<file path="config.mk">
export PLATFORM = sky130hd
export DESIGN_NAME = keyed_block_transposition_encoder_top
export DESIGN_NICKNAME = d
export VERILOG_FILES = /design/src/tbe_pkg.sv /design/src/tbe_buf_mem.sv /design/src/tbe_perm_gen.sv /design/src/tbe_emitter.sv /design/src/keyed_block_transposition_encoder_top.sv
export SDC_FILE = /design/constraint.sdc
export NUM_CORES = 1
export LEC_CHECK = 0
export BUFFER_PORTS_ARGS = -buffer_cell sky130_fd_sc_hd__buf_4
export CORE_MARGIN = 2
export CORE_UTILIZATION = 34
export CTS_BUF_LIST = sky130_fd_sc_hd__clkbuf_8
export DETAILED_ROUTE_END_ITERATION = 8
export GPL_ROUTABILITY_DRIVEN = 0
export HOLD_SLACK_MARGIN = 0.08
export SYNTH_ARGS = -nofsm -noshare
export SYNTH_HDL_FRONTEND = slang
export SYNTH_HIERARCHICAL = 1
export SYNTH_SLANG_ARGS = --single-unit
</file>
<file path="constraint.sdc">
create_clock -name clk -period 11.1 [get_ports clk]
set_input_delay 0 -clock clk [delete_from_list [all_inputs] [get_ports clk]]
set_output_delay 0 -clock clk [all_outputs]
set_load 0.005 [all_outputs]
</file>
<file path="src/tbe_pkg.sv">
// ----------------------------------------------------------------------------
// tbe_pkg
// shared types, constants and helpers for the keyed block transposition
// encoder
// ----------------------------------------------------------------------------
package tbe_pkg;

    localparam int MAX_KEY_LEN = 10;
    localparam int IDX_W       = 4;                 // holds 0 .. MAX_KEY_LEN
    localparam int ADDR_W      = IDX_W + 1;         // bank bit plus byte index
    localparam int MEM_DEPTH   = 1 << ADDR_W;
    localparam int LETTER_W    = 5;
    localparam int KEY_W       = LETTER_W * MAX_KEY_LEN;
    localparam int LEN_W       = 4;
    localparam int BYTE_W      = 8;
    localparam int CFG_IDX_W   = 2;
    localparam int MIN_KEY_LEN = 2;

    localparam logic [CFG_IDX_W-1:0] CFG_KEY_LETTERS = 2'd0;
    localparam logic [CFG_IDX_W-1:0] CFG_KEY_LENGTH  = 2'd1;
    localparam logic [CFG_IDX_W-1:0] CFG_PAD_CHAR    = 2'd2;

    localparam logic [KEY_W-1:0]  KEY_LETTERS_RST = '0;
    localparam logic [LEN_W-1:0]  KEY_LENGTH_RST  = LEN_W'(MIN_KEY_LEN);
    localparam logic [BYTE_W-1:0] PAD_CHAR_RST    = 8'h20;

    // one block handed from the fill side to the emitter
    typedef struct packed {
        logic             bank;
        logic [IDX_W-1:0] cnt;    // bytes really stored in the block
        logic             last;   // block ends the message
    } tbe_job_t;

    typedef logic [MAX_KEY_LEN-1:0][IDX_W-1:0] tbe_perm_t;

    // block length clamped to the supported range
    function automatic logic [IDX_W-1:0] eff_len(input logic [LEN_W-1:0] len);
        logic [IDX_W-1:0] n;
        n = IDX_W'(len);
        if (len < LEN_W'(MIN_KEY_LEN))
            n = IDX_W'(MIN_KEY_LEN);
        else if (len > LEN_W'(MAX_KEY_LEN))
            n = IDX_W'(MAX_KEY_LEN);
        return n;
    endfunction

endpackage

</file>
<file path="src/tbe_buf_mem.sv">
// ----------------------------------------------------------------------------
// tbe_buf_mem
// two-bank block buffer, one write and one registered read port
// ----------------------------------------------------------------------------
module tbe_buf_mem (
    input  logic                       clk,
    input  logic                       we,
    input  logic [tbe_pkg::ADDR_W-1:0] waddr,
    input  logic [tbe_pkg::BYTE_W-1:0] wdata,
    input  logic                       re,
    input  logic [tbe_pkg::ADDR_W-1:0] raddr,
    output logic [tbe_pkg::BYTE_W-1:0] rdata
);

    logic [tbe_pkg::BYTE_W-1:0] mem_reg [tbe_pkg::MEM_DEPTH];
    logic [tbe_pkg::BYTE_W-1:0] rdata_reg;

    always_ff @(posedge clk)
    begin
        if (we)
        begin
            mem_reg[waddr] <= wdata;
        end
    end

    // read data held while the read enable is low
    always_ff @(posedge clk)
    begin
        if (re)
        begin
            rdata_reg <= mem_reg[raddr];
        end
    end

    assign rdata = rdata_reg;

endmodule

</file>
<file path="src/tbe_perm_gen.sv">
// ----------------------------------------------------------------------------
// tbe_perm_gen
// builds the column order from the key, one position per cycle
// ----------------------------------------------------------------------------
module tbe_perm_gen (
    input  logic                         clk,
    input  logic                         rst_n,
    input  logic                         rebuild,
    input  logic [tbe_pkg::KEY_W-1:0]    key_letters,
    input  logic [tbe_pkg::IDX_W-1:0]    blk_len,
    output logic                         busy,
    output tbe_pkg::tbe_perm_t           perm
);

    typedef enum logic {
        ST_IDLE,
        ST_BUILD
    } state_t;

    state_t                    state_reg;
    logic [tbe_pkg::IDX_W-1:0] idx_reg;
    tbe_pkg::tbe_perm_t        perm_reg;

    logic [tbe_pkg::LETTER_W-1:0] cur_letter;
    logic [tbe_pkg::IDX_W-1:0]    le_cnt;

    // count of the first blk_len key letters at or below the current one
    always_comb
    begin
        logic [tbe_pkg::LETTER_W-1:0] lk;
        cur_letter = '0;
        le_cnt     = '0;
        for (int k = 0; k < tbe_pkg::MAX_KEY_LEN; k++)
        begin
            if (idx_reg == tbe_pkg::IDX_W'(k))
                cur_letter = key_letters[k*tbe_pkg::LETTER_W +: tbe_pkg::LETTER_W];
        end
        for (int k = 0; k < tbe_pkg::MAX_KEY_LEN; k++)
        begin
            lk = key_letters[k*tbe_pkg::LETTER_W +: tbe_pkg::LETTER_W];
            if ((tbe_pkg::IDX_W'(k) < blk_len) && (lk <= cur_letter))
                le_cnt = le_cnt + 1'b1;
        end
    end

    always_ff @(posedge clk or negedge rst_n)
    begin
        if (!rst_n)
        begin
            state_reg <= ST_BUILD;
            idx_reg   <= '0;
        end
        else
        begin
            if (rebuild)
            begin
                state_reg <= ST_BUILD;
                idx_reg   <= '0;
            end
            else
            begin
                case (state_reg)
                    ST_IDLE:
                    begin
                        idx_reg <= '0;
                    end
                    ST_BUILD:
                    begin
                        if (idx_reg == blk_len - 1'b1)
                        begin
                            state_reg <= ST_IDLE;
                            idx_reg   <= '0;
                        end
                        else
                        begin
                            idx_reg <= idx_reg + 1'b1;
                        end
                    end
                    default:
                    begin
                        state_reg <= ST_IDLE;
                        idx_reg   <= '0;
                    end
                endcase
            end
        end
    end

    always_ff @(posedge clk)
    begin
        for (int j = 0; j < tbe_pkg::MAX_KEY_LEN; j++)
        begin
            if ((state_reg == ST_BUILD) && !rebuild && (idx_reg == tbe_pkg::IDX_W'(j)))
                perm_reg[j] <= le_cnt - 1'b1;
        end
    end

    assign busy = (state_reg == ST_BUILD);
    assign perm = perm_reg;

endmodule

</file>
<file path="src/tbe_emitter.sv">
// ----------------------------------------------------------------------------
// tbe_emitter
// reads a finished block back in key order and drives the result stream
// ----------------------------------------------------------------------------
module tbe_emitter (
    input  logic                       clk,
    input  logic                       rst_n,
    input  logic                       push,
    input  tbe_pkg::tbe_job_t          push_job,
    output logic                       slot_free,
    input  logic [tbe_pkg::IDX_W-1:0]  blk_len,
    input  logic [tbe_pkg::BYTE_W-1:0] pad_char,
    input  tbe_pkg::tbe_perm_t         perm,
    output logic                       rd_en,
    output logic [tbe_pkg::ADDR_W-1:0] rd_addr,
    input  logic [tbe_pkg::BYTE_W-1:0] rd_data,
    output logic                       out_valid,
    input  logic                       out_ready,
    output logic [tbe_pkg::BYTE_W-1:0] out_byte,
    output logic                       out_last
);

    logic                      cur_valid_reg, cur_valid_next;
    tbe_pkg::tbe_job_t         cur_job_reg, cur_job_next;
    logic                      pend_valid_reg, pend_valid_next;
    tbe_pkg::tbe_job_t         pend_job_reg, pend_job_next;
    logic [tbe_pkg::IDX_W-1:0] j_reg, j_next;
    logic                      s1_valid_reg;
    logic                      s1_pad_reg;
    logic                      s1_last_reg;
    logic                      o_valid_reg;
    logic [tbe_pkg::BYTE_W-1:0] o_byte_reg;
    logic                      o_last_reg;

    logic                      out_free;
    logic                      issue;
    logic                      last_j;
    logic                      cur_free;
    logic [tbe_pkg::IDX_W-1:0] src;

    assign out_free = !o_valid_reg || out_ready;
    assign issue    = cur_valid_reg && (!s1_valid_reg || out_free);
    assign last_j   = (j_reg == blk_len - 1'b1);
    assign cur_free = !cur_valid_reg || (issue && last_j);

    always_comb
    begin
        src = '0;
        for (int j = 0; j < tbe_pkg::MAX_KEY_LEN; j++)
        begin
            if (j_reg == tbe_pkg::IDX_W'(j))
                src = perm[j];
        end
    end

    // one pending block behind the one being read out
    always_comb
    begin
        cur_valid_next  = cur_valid_reg;
        cur_job_next    = cur_job_reg;
        pend_valid_next = pend_valid_reg;
        pend_job_next   = pend_job_reg;
        j_next          = j_reg;
        if (issue)
            j_next = last_j ? '0 : j_reg + 1'b1;
        if (cur_free)
        begin
            j_next = '0;
            if (pend_valid_reg)
            begin
                cur_valid_next  = 1'b1;
                cur_job_next    = pend_job_reg;
                pend_valid_next = 1'b0;
            end
            else if (push)
            begin
                cur_valid_next = 1'b1;
                cur_job_next   = push_job;
            end
            else
            begin
                cur_valid_next = 1'b0;
            end
        end
        else if (push)
        begin
            pend_valid_next = 1'b1;
            pend_job_next   = push_job;
        end
    end

    always_ff @(posedge clk or negedge rst_n)
    begin
        if (!rst_n)
        begin
            cur_valid_reg  <= 1'b0;
            pend_valid_reg <= 1'b0;
            j_reg          <= '0;
            s1_valid_reg   <= 1'b0;
            o_valid_reg    <= 1'b0;
        end
        else
        begin
            cur_valid_reg  <= cur_valid_next;
            pend_valid_reg <= pend_valid_next;
            j_reg          <= j_next;
            if (issue)
                s1_valid_reg <= 1'b1;
            else if (out_free)
                s1_valid_reg <= 1'b0;
            if (out_free)
                o_valid_reg <= s1_valid_reg;
        end
    end

    always_ff @(posedge clk)
    begin
        cur_job_reg  <= cur_job_next;
        pend_job_reg <= pend_job_next;
        if (issue)
        begin
            s1_pad_reg  <= (src >= cur_job_reg.cnt);
            s1_last_reg <= cur_job_reg.last && last_j;
        end
        if (out_free)
        begin
            o_byte_reg <= s1_pad_reg ? pad_char : rd_data;
            o_last_reg <= s1_last_reg;
        end
    end

    assign slot_free = !pend_valid_reg;
    assign rd_en     = issue;
    assign rd_addr   = {cur_job_reg.bank, src};
    assign out_valid = o_valid_reg;
    assign out_byte  = o_byte_reg;
    assign out_last  = o_last_reg;

endmodule

</file>
<file path="src/keyed_block_transposition_encoder_top.sv">
// ----------------------------------------------------------------------------
// keyed_block_transposition_encoder_top
// block transposition encoder: bytes are grouped by key length and sent out
// in the column order that the key letters give
// ----------------------------------------------------------------------------
// usage
//   s_* channel: one request per message byte; s_tuser marks whether s_tdata
//   carries a byte, s_tlast ends the message (pads and flushes a part block)
//   m_* channel: one request per output byte, m_tlast on the final byte
//   cfg_*: key letters, key length and pad byte, written while idle only
// throughput and output path
//   one input request per cycle while s_tready is high; a full block is
//   read back from the buffer memory through its single read port while
//   the next block fills the other bank, so one byte per cycle is sustained
//   while m_tready is high; after the request that closes a block, with the
//   read side idle, its first byte goes through the job, read and output registers
// reset and key writes
//   after reset and after every key write the column order is rebuilt, one
//   key position per cycle, with s_tready held low meanwhile
// stalls
//   a stalled m_tready holds the output register; the read pipe stops behind
//   it, and s_tready drops once a block waits behind the one being read out
// ----------------------------------------------------------------------------
module keyed_block_transposition_encoder_top (
    input  logic                            clk,
    input  logic                            rst_n,
    // request in
    input  logic                            s_tvalid,
    output logic                            s_tready,
    input  logic [7:0]                      s_tdata,   // [7:0] data_byte
    input  logic                            s_tuser,   // [0] has_byte
    input  logic                            s_tlast,   // end_of_message
    // request out
    output logic                            m_tvalid,
    input  logic                            m_tready,
    output logic [7:0]                      m_tdata,   // [7:0] cipher_byte
    output logic                            m_tlast,   // last_of_message
    // configuration writes
    input  logic                            cfg_we,
    input  logic [tbe_pkg::CFG_IDX_W-1:0]   cfg_index,
    input  logic [tbe_pkg::KEY_W-1:0]       cfg_data
);

    logic [tbe_pkg::KEY_W-1:0]  key_letters_reg;
    logic [tbe_pkg::LEN_W-1:0]  key_length_reg;
    logic [tbe_pkg::BYTE_W-1:0] pad_char_reg;
    logic [tbe_pkg::IDX_W-1:0]  fill_reg, fill_next;
    logic                       wbank_reg, wbank_next;

    logic [tbe_pkg::IDX_W-1:0]  blk_len;
    logic                       rebuild;
    logic                       perm_busy;
    tbe_pkg::tbe_perm_t         perm;
    logic                       slot_free;
    logic                       accept;
    logic [tbe_pkg::IDX_W-1:0]  fill_inc;
    logic                       blk_full;
    logic                       push;
    tbe_pkg::tbe_job_t          push_job;
    logic                       mem_we;
    logic                       rd_en;
    logic [tbe_pkg::ADDR_W-1:0] rd_addr;
    logic [tbe_pkg::BYTE_W-1:0] rd_data;

    assign blk_len = tbe_pkg::eff_len(key_length_reg);

    // column order depends only on the letters and the length
    assign rebuild = cfg_we && ((cfg_index == tbe_pkg::CFG_KEY_LETTERS) ||
                                (cfg_index == tbe_pkg::CFG_KEY_LENGTH));

    always_ff @(posedge clk or negedge rst_n)
    begin
        if (!rst_n)
        begin
            key_letters_reg <= tbe_pkg::KEY_LETTERS_RST;
            key_length_reg  <= tbe_pkg::KEY_LENGTH_RST;
            pad_char_reg    <= tbe_pkg::PAD_CHAR_RST;
        end
        else if (cfg_we)
        begin
            case (cfg_index)
                tbe_pkg::CFG_KEY_LETTERS: key_letters_reg <= cfg_data;
                tbe_pkg::CFG_KEY_LENGTH:  key_length_reg  <= cfg_data[tbe_pkg::LEN_W-1:0];
                tbe_pkg::CFG_PAD_CHAR:    pad_char_reg    <= cfg_data[tbe_pkg::BYTE_W-1:0];
                default:                  ;
            endcase
        end
    end

    // fill side: bytes go to the write bank, a block closes when full or at
    // end of message with anything stored
    assign s_tready = !perm_busy && slot_free;
    assign accept   = s_tvalid && s_tready;
    assign fill_inc = fill_reg + tbe_pkg::IDX_W'(s_tuser);
    assign blk_full = s_tuser && (fill_inc >= blk_len);
    assign push     = accept && (blk_full || (s_tlast && (fill_inc != '0)));
    assign mem_we   = accept && s_tuser &&
                      (fill_reg < tbe_pkg::IDX_W'(tbe_pkg::MAX_KEY_LEN));

    assign push_job.bank = wbank_reg;
    assign push_job.cnt  = fill_inc;
    assign push_job.last = s_tlast;

    always_comb
    begin
        fill_next  = fill_reg;
        wbank_next = wbank_reg;
        if (accept)
        begin
            fill_next = push ? '0 : fill_inc;
            if (push)
                wbank_next = !wbank_reg;
        end
    end

    always_ff @(posedge clk or negedge rst_n)
    begin
        if (!rst_n)
        begin
            fill_reg  <= '0;
            wbank_reg <= 1'b0;
        end
        else
        begin
            fill_reg  <= fill_next;
            wbank_reg <= wbank_next;
        end
    end

    tbe_perm_gen u_perm_gen (
        .clk         (clk),
        .rst_n       (rst_n),
        .rebuild     (rebuild),
        .key_letters (key_letters_reg),
        .blk_len     (blk_len),
        .busy        (perm_busy),
        .perm        (perm)
    );

    tbe_buf_mem u_buf_mem (
        .clk   (clk),
        .we    (mem_we),
        .waddr ({wbank_reg, fill_reg}),
        .wdata (s_tdata),
        .re    (rd_en),
        .raddr (rd_addr),
        .rdata (rd_data)
    );

    tbe_emitter u_emitter (
        .clk       (clk),
        .rst_n     (rst_n),
        .push      (push),
        .push_job  (push_job),
        .slot_free (slot_free),
        .blk_len   (blk_len),
        .pad_char  (pad_char_reg),
        .perm      (perm),
        .rd_en     (rd_en),
        .rd_addr   (rd_addr),
        .rd_data   (rd_data),
        .out_valid (m_tvalid),
        .out_ready (m_tready),
        .out_byte  (m_tdata),
        .out_last  (m_tlast)
    );

endmodule
</file>
==> results.py <==
metrics = {
    "floorplanning": {
        "core_sq_um": 55200,
        "rows": 86,
        "initial_core_util": 0.3441,
        "die_y_microns": 240.4,
        "die_x_microns": 240.4,
        "ioPinCount": 78,
        "dieArea_sq_um": 57780,
    },
    "setup_path": {
        "r2r_cells": 48,
        "cp-startpoint": "u_perm_gen/idx_reg[1]$_DFF_PN0_",
        "reg2reg_slack_ns": 1.67,
        "critical_path.max_fanout": 11,
        "worstPathRequired_ns": 11.43,
        "slowest_stage": "xnor2_1",
        "timing.rr.start": "u_perm_gen/idx_reg[1]$_DFF_PN0_",
        "setup.worst_path.start_class": "flip-flop",
        "crit_path_frequent_cell": "ha_1",
        "arrival_ns": 9.75,
        "worstSetupPathType": "flip-flop to flip-flop",
        "crit_path_max_incr_delay_ns": 0.58,
        "critPathCaptureType": "flip-flop",
        "reg2reg_to": "u_perm_gen/perm[22]$_DFFE_PP_",
        "path_buf_inv": 6,
        "cp_top_family": "adder cells",
    },
    "hold_path": {
        "worstHoldStart": "cfg_data[21]",
        "min_to": "key_letters_reg[21]$_DFFE_PN0P_",
        "min_path_cells": 3,
        "hp-class": "input pin to flip-flop",
    },
    "sta": {
        "setup_violations": 0,
        "min_period_ns": 9.428,
        "fmax_mhz": 106.1,
        "finClkSkew_ns": 0.04428,
        "worstMarginPinSlew_ns": 1.218,
        "fin_setup_tns_ns": 0,
        "timing.final.crit_share": 0.8493,
        "hold_violations": 0,
        "drv_slew": 0,
        "slew_headroom": 0.1881,
        "rsz0062_at_grt": "no",
    },
    "outcome": {
        "outcome": "finished clean",
    },
    "clock_network": {
        "clk_latency_ns": 0.66,
        "post_cts_resize_count": 0,
        "clockBufferDepth": 3,
        "htreeDepth": 3,
        "cts_tree": "built",
        "cts_root_buffer": "clkbuf_8",
        "cts.sinks": 407,
        "post-cts-setup-buffers": 0,
        "cts_made_buffers": 72,
        "clkTransAtPathRegs_ns": 0.05,
    },
    "grt": {
        "grt-ovfl-total": 0,
        "grt_max_degree": 65,
        "grt_pass1_wl_microns": 66980,
        "track_usage": 0.1546,
        "antenna_found_initial": 1,
        "grt_pass1_vias": 11420,
    },
    "flow_run": {
        "drv_cap": 0,
    },
    "placed_design": {
        "portBuffers": 77,
        "dp_hpwl_microns": 29210,
    },
    "detailed_routing": {
        "vias": 11180,
        "vias_per_cell": 5.063,
        "drt_wl_total_microns": 44100,
        "drcViolationCount": 0,
        "dr.pass1.iters": 5,
        "drtAntennaViolNets": 0,
        "routedWlPerCell_microns": 19.97,
        "drt_iter0_markers": 861,
    },
    "finish": {
        "fin_nets": 1552,
        "n_antenna_cell": 0,
        "area_growth_pct": 18.82,
        "fillers": 5013,
        "largest_register_ffs": 256,
        "layout-drive-gt1-share": 0.2589,
    },
    "yosys": {
        "netlist_instances": 1206,
        "ys_types": 85,
        "synth-seq-cells": 407,
        "async_reset_ff_frac": 0.1966,
        "yosys_warnings": 6,
        "synth_ff_type": "edfxtp_1",
        "syn_avg_cell_area_sq_um": 15.75,
        "synth-edff-count": 327,
        "synth_nets": 1355,
        "ys_seq_area_frac": 0.6225,
        "netlist_area_sq_um": 19000,
    },
}
## area by class of cell
type                       instances  area [sq um]  area share
tap                              748         935.9     0.04146
clock buffer                      74          1018     0.04512
inverter                          40         150.1    0.006652
sequential                       407         11830      0.5239
clock inverter                    57         317.8     0.01408
timing repair buffer             172          1509     0.06685
multi-input combinational        710          6815      0.3019
## kinds of logic after synthesis
group	synth area share
XOR/XNOR	0.02602
multiplexers	0.1473
AO/OA/AOI/OAI	0.06000
AND/OR/NAND/NOR	0.06916
adder cells (fa/ha/maj)	0.05401
flip-flops	0.6225
buffers and inverters	0.02108
## how the worst max path moves through the flow
| stage | end | slack (ns) | depth (start not counted) |
|---|---|---|---|
| 2_1_floorplan | u_perm_gen/perm[10]$_DFFE_PP_ | 2.86 | 48 |
| 3_3_place_gp | u_perm_gen/perm[22]$_DFFE_PP_ | 2.18 | 48 |
| 3_5_place_dp | u_perm_gen/perm[23]$_DFFE_PP_ | 1.77 | 48 |
| 4_1_cts | u_perm_gen/perm[23]$_DFFE_PP_ | 1.73 | 48 |
| 5_1_grt | u_perm_gen/perm[23]$_DFFE_PP_ | 0.87 | 48 |
| 6_report | u_perm_gen/perm[22]$_DFFE_PP_ | 1.67 | 48 |
## repair_timing
action                                  4_1_cts  5_1_grt
endpoints found under the setup margin        0        0
hold buffers                                 83        0
hold endpoints to repair                    414        0
## metal layers
layer | vias up | part of all wire | track usage | wire length (microns)
met2 | 325 | 0.47 | 0.2420 | 20520
met5 | - | 0 | 0 | 0
met3 | 76 | 0.062 | 0.03134 | 2716
met1 | 5684 | 0.45 | 0.2149 | 19790
li1 | 5094 | - | - | -
met4 | 0 | 0.024 | 0.05176 | 1075
## tightest hold or removal path, cell delays in order
cell and delay (ns):
dlygate4sd3_1 0.52, buf_4 0.10, mux2_2 0.13
## metrics by stage
step,hold WS [ns],utilization,instance area (sq um),std cells,setup slack [ns]
floorplan,-0.2956,-,19000,1206,2.856
global placement,-0.07235,0.3695,20390,1994,2.184
detailed placement,-0.06752,0.3695,20390,1994,1.768
CTS,0.08055,0.4089,22570,2208,1.726
global route,0.1007,0.4089,22570,2208,0.8667
finish,0.1381,0.4089,22570,2208,1.672
## layout by cell type (no fill, tap or decap), types with 9 or more instances in the layout
cell	count
a21oi_1	27
a31oi_1	9
and3_1	15
buf_4	89
clkbuf_8	74
clkinv_1	12
dfrtp_1	77
dlygate4sd3_1	82
edfxtp_1	327
ha_1	82
inv_1	73
mux2_2	81
mux4_2	80
nand2_1	54
nand2b_1	18
nand3_1	22
nor2_1	76
nor2b_1	23
o21ai_0	37
o22ai_1	11
xnor2_1	19
xor2_1	13
## synth_stat cells (all sizes together) (23+ instances only)
master    n  area (sq um)
a21oi    30         157.7
buf      26         163.9
clkbuf   23         86.33
dfrtp    77          1927
edfxtp  327          9819
ha       82          1026
inv      40         150.1
mux2     84         945.9
mux4     80          1802
nand2    56         215.2
nor2     77         291.5
nor2b    24         150.1
o21ai    40         211.5
Power is left out: the tool's default activity adds up to more than one toggle a clock period on the data nets, which glitch-free logic cannot reach.
